===== src/hw/rtl/dcv_pkg.sv =====
// Shared types and constants for the daily code verifier.
package dcv_pkg;

   localparam logic        REQ_VERIFY = 1'b0;
   localparam logic        REQ_MARK   = 1'b1;

   localparam logic [16:0] PM_Q       = 17'd127773;
   localparam logic [14:0] PM_A       = 15'd16807;
   localparam logic [11:0] PM_R       = 12'd2836;
   localparam logic [30:0] PM_M       = 31'h7FFF_FFFF;
   localparam logic [13:0] HALF_BASE  = 14'd1000;
   localparam logic [13:0] HALF_SPAN  = 14'd9000;
   localparam logic [13:0] HALF_SCALE = 14'd10000;

   localparam logic [17:0] PM_RECIP   = 18'((64'd1 << 34) / 64'd127773);
   localparam logic [20:0] HALF_RECIP = 21'((64'd1 << 34) / 64'd9000);

   localparam int          HALF_LAT   = 8;

   typedef enum logic [2:0] {
      STS_OK       = 3'd0,
      STS_USED     = 3'd1,
      STS_INVALID  = 3'd2,
      STS_RECORDED = 3'd3,
      STS_FULL     = 3'd4
   } dcv_status_type;

   typedef enum logic [1:0] {
      S_IDLE,
      S_SEARCH,
      S_SCAN,
      S_DONE
   } dcv_state_type;

   typedef struct packed {
      logic       last;
      logic [7:0] coin;
   } dcv_tag_type;

endpackage


===== src/hw/rtl/dcv_half.sv =====
// Pipelined code half: one Park-Miller step from a seed, mod 9000 plus 1000.
module dcv_half (
   input  logic        clock,
   input  logic [31:0] seed,
   output logic [13:0] half
);
   import dcv_pkg::*;

   logic [35:0] p1_ff, p1_in;
   logic [31:0] s1_ff;
   logic [31:0] m2_ff, m2_in;
   logic [15:0] q2_ff, q2_in;
   logic [31:0] s2_ff;
   logic [16:0] r3_ff, r3_in;
   logic [15:0] q3_ff, q3_in;
   logic [17:0] r3_raw;
   logic [30:0] hi4_ff, hi4_in;
   logic [27:0] lo4_ff, lo4_in;
   logic [30:0] t5_ff, t5_in;
   logic [30:0] lo_ext;
   logic [41:0] p6_ff, p6_in;
   logic [30:0] t6_ff;
   logic [30:0] m7_ff, m7_in;
   logic [30:0] t7_ff;
   logic [17:0] q7;
   logic [14:0] r8_raw;
   logic [13:0] r8;
   logic [13:0] half_ff, half_in;

   always_comb begin
      p1_in  = 36'(seed[31:14]) * 36'(PM_RECIP);
      q2_in  = p1_ff[35:20];
      m2_in  = 32'(q2_in) * 32'(PM_Q);
      r3_raw = 18'(s2_ff - m2_ff);
      if (r3_raw >= 18'(PM_Q)) begin
         r3_in = 17'(r3_raw - 18'(PM_Q));
         q3_in = q2_ff + 16'd1;
      end else begin
         r3_in = r3_raw[16:0];
         q3_in = q2_ff;
      end
      hi4_in = 31'(32'(r3_ff) * 32'(PM_A));
      lo4_in = 28'(28'(q3_ff) * 28'(PM_R));
      lo_ext = 31'(lo4_ff);
      if (hi4_ff > lo_ext) begin
         t5_in = hi4_ff - lo_ext;
      end else begin
         t5_in = PM_M - (lo_ext - hi4_ff);
      end
      p6_in  = 42'(t5_ff[30:10]) * 42'(HALF_RECIP);
      q7     = p6_ff[41:24];
      m7_in  = 31'(31'(q7) * 31'(HALF_SPAN));
      r8_raw = 15'(t7_ff - m7_ff);
      if (r8_raw >= 15'(HALF_SPAN)) begin
         r8 = 14'(r8_raw - 15'(HALF_SPAN));
      end else begin
         r8 = r8_raw[13:0];
      end
      half_in = r8 + HALF_BASE;
   end

   always_ff @(posedge clock) begin
      p1_ff   <= p1_in;
      s1_ff   <= seed;
      m2_ff   <= m2_in;
      q2_ff   <= q2_in;
      s2_ff   <= s1_ff;
      r3_ff   <= r3_in;
      q3_ff   <= q3_in;
      hi4_ff  <= hi4_in;
      lo4_ff  <= lo4_in;
      t5_ff   <= t5_in;
      p6_ff   <= p6_in;
      t6_ff   <= t5_ff;
      m7_ff   <= m7_in;
      t7_ff   <= t6_ff;
      half_ff <= half_in;
   end

   assign half = half_ff;
endmodule


===== config.mk =====
export PLATFORM = sky130hd
export DESIGN_NAME = dcv_half
export DESIGN_NICKNAME = d
export VERILOG_FILES = /design/src/hw/rtl/dcv_pkg.sv /design/src/hw/rtl/dcv_half.sv
export SDC_FILE = /design/constraint.sdc
export NUM_CORES = 2
export LEC_CHECK = 0
export BUFFER_PORTS_ARGS = -buffer_cell sky130_fd_sc_hd__buf_2
export CORE_ASPECT_RATIO = 0.8
export CORE_MARGIN = 4
export CORE_UTILIZATION = 35
export CTS_BUF_LIST = sky130_fd_sc_hd__clkbuf_8
export DETAILED_ROUTE_END_ITERATION = 8
export PLACE_DENSITY = 0.52
export SYNTH_ARGS = -nofsm -noshare
export SYNTH_HDL_FRONTEND = slang
export SYNTH_SLANG_ARGS = --single-unit

===== constraint.sdc =====
create_clock -name clock -period 7 [get_ports clock]
set_input_delay 1.4 -clock clock [delete_from_list [all_inputs] [get_ports clock]]
set_output_delay 1.4 -clock clock [all_outputs]
set_load 0.005 [all_outputs]

==> results.yml <==
critical_path:
  critPathMaxFanout: 5
  crit_path_frequent_cell: "fa_1"
  slowest_stage: "fa_1"
  r2r_setup_slack_ns: 0.44
  worstRegToRegCells: 21
  crit_family: "adder cells"
  required_ns: 7.53
  cp.buffers_inverters: 3
  reg2reg_from: "t5_ff[11]"
  cp_data_arrival_time_ns: 7.09
  slowest_delay_ns: 0.54
  crit_path_start_kind: "flip-flop"
  criticalPathCategory: "reg2reg"
  r2r_end: "p6_ff[35]"
  cp_cell_sequence: "buf_4 -> fa_1 -> fa_1 -> fa_1 -> fa_1 -> fa_1 -> ha_1 -> inv_1 -> fa_1 -> inv_1 -> ha_1 -> nor2b_1 -> o21ai_0 -> a21oi_1 -> a211oi_2 -> a221oi_2 -> a311o_1 -> o31a_1 -> and4_1 -> a2111oi_2 -> xnor2_1"
  worstSetupEndpointType: "flip-flop"
  critPathLaunch: "t5_ff[11]"
clock_network:
  cts_setup_buffers: 0
  cts-root-buf: "clkbuf_8"
  cts_hold_buffers: 0
  cts_buffer_depth: 3
  cts_buffers: 48
  clock-sinks: 273
  clkTransAtPathRegs_ns: 0.08
  cts_tree: "built"
  clk_latency_ns: 0.66
  cts_max_level: 2
yosys:
  synth-simple-area-share: 0.0709
  ys_seq_area_frac: 0.194
  yosys-top-cells-area: "ha_1 27%, fa_1 21%, dfxtp_1 19%"
  yosysUniqueCellTypes: 76
  synthCells: 2866
  synthesis.area_um2: 28200
  synth_compound_area_frac: 0.0963
  synth-xor-area-share: 0.0668
  synth_flop_cell: "dfxtp_1"
  synth_warnings: 0
  avgSynthCellArea_um2: 9.83
  yosys_register_bits: 273
  synth_nets: 3799
  synth_common_cells: "656 x inv_1, 602 x ha_1, 298 x fa_1"
  synth_most_common_cell: "inv_1"
  yosysTopAreaCellShare: 0.267
  synth_top_family_by_area: "adder cells"
  synth_mux_area_frac: 0.00324
  async_flop_share: 0
  synth-edff-count: 0
  synth_fa_ha_area_frac: 0.479
  synth_top_cell_by_area: "ha_1"
global_routing:
  grt_pass1_wl_um: 99200
  use_met3: 0.0224
  grt_pass1_vias: 19045
  met2_usage: 0.221
  grt_usage: 0.142
  grt_max_degree: 16
  grtUsageMet1: 0.209
  busiest_layer: "met2"
  gr-total-overflow: 0
  antenna_found_initial: 1
timing:
  fmax_mhz: 152
  worstMarginPinSlew_ns: 0.923
  finalSetupViolCount: 0
  slew_violations: 0
  finalHoldViolCount: 0
  rsz0062_at_grt: "no"
  finClkSkew_ns: 0.0629
  setup_tns_ns: 0
  min_period_ns: 6.56
  hold_slack_ns: 0.314
  finalCritPeriodShare: 0.937
  timing.slew.headroom: 0.384
die:
  fp.dieArea_um2: 85100
  die_w_um: 325
  ios: 47
  dieHeight_um: 262
  initial_utilization: 0.355
  core_area_um2: 79300
  rows: 92
route:
  vias_per_cell: 4.52
  first_iter_violations: 700
  drt.antenna.violating_nets: 0
  drc: 0
  first_pass_iters: 5
  wl_per_cell_um: 14.1
  vias: 18330
  wirelength_um: 57100
min_path:
  holdPathEnd: "s2_ff[0]"
  hold_class: "reg2reg"
  hp-start: "s1_ff[0]"
  min_path_cells: 0
outcome:
  outcome: "completed"
layout:
  fin_nets: 3914
  drive_gt1_frac: 0.0649
  syn2layout_area_growth_pct: 9.96
  antennaDiodeCount: 0
placement:
  gp_congestion: 0.825
  hpwl_um: 49200
  portBuffers: 46
flow_run:
  drv_cap: 0
repair_timing:
action                                  CTS  global route
endpoints found under the hold margin     0             0
endpoints found under the setup margin    0             1
gates resized for setup                   0             1
state kept, by name, indices dropped and copies added, names as in the netlist, 16 cells and up:
register  cells
p1_ff        16
s1_ff        18
r3_ff        17
t5_ff        31
m2_ff        16
q3_ff        16
q2_ff        16
hi4_ff       31
lo4_ff       26
s2_ff        18
kinds of logic after synthesis:
kind of cell    after synthesis
fa+ha+maj                   900
buf+inv                     669
simple gates                406
compound gates              394
flops                       273
xor+xnor                    215
mux                           9
per-stage QoR:
stage | area [um2] | std cells | setup slack [ns] | util
after floorplan | 28200 | 2866 | 0.324 | -
after global placement | 29900 | 3965 | 0.0167 | 0.377
after detailed placement | 29900 | 3965 | 0.0501 | 0.377
after CTS | 31000 | 4053 | 0.361 | 0.391
after global routing | 31000 | 4053 | 0.0708 | 0.391
final | 31000 | 4053 | 0.441 | 0.391
worst max path at each step:
| stage | cells past startpoint | slack [ns] | endpoint |
|---|---|---|---|
| floorplan | 23 | 0.32 | p1_ff[35] |
| global placement | 25 | 0.02 | p1_ff[35] |
| detailed placement | 26 | 0.05 | p1_ff[34] |
| CTS | 21 | 0.36 | p6_ff[35] |
| global route | 21 | 0.07 | p6_ff[35] |
| finish | 21 | 0.44 | p6_ff[35] |
metal layers:
| metal | wire [um] | share of wire | vias up |
|---|---|---|---|
| li1 | - | - | 9583 |
| met1 | 30100 | 0.53 | 8502 |
| met3 | 1890 | 0.033 | 58 |
| met4 | 849 | 0.015 | 0 |
| met2 | 24300 | 0.42 | 187 |
| met5 | 0 | 0 | - |
layout make-up:
cell class / instances / area (um2)
Fill cell: 7983 / 48300
Sequential cell: 273 / 5470
Timing Repair Buffer: 78 / 470
Inverter: 656 / 2460
Multi-Input combinational cell: 1924 / 20200
Tap cell: 1034 / 1290
Clock inverter: 28 / 269
Clock buffer: 60 / 826
cell usage in the layout (no fill, tap or decap), types with 5 or more instances in the layout:
master,count
clkinvlp_4,6
dfxtp_1,273
clkinv_2,9
nor4_1,6
o21a_1,32
clkbuf_8,60
a211o_1,5
nor3_1,45
or3_1,10
o21bai_1,17
nor2b_1,22
and4_1,5
inv_1,662
o211ai_1,7
nand2_1,77
a211oi_1,9
and2_1,6
a31oi_1,12
nor2_1,125
buf_4,32
and3_1,15
o21ai_0,55
or2_2,13
xnor2_1,159
nand2b_1,25
ha_1,602
fa_1,298
o31ai_1,9
a311oi_1,6
nand4_1,13
o31a_1,6
a21o_1,49
a41oi_1,6
mux2i_1,8
xor2_1,56
a21oi_1,120
buf_2,46
nand3_1,27
Power is not shown: default switching activity piles up to over one toggle a cycle in this logic, so the estimate is an artifact.
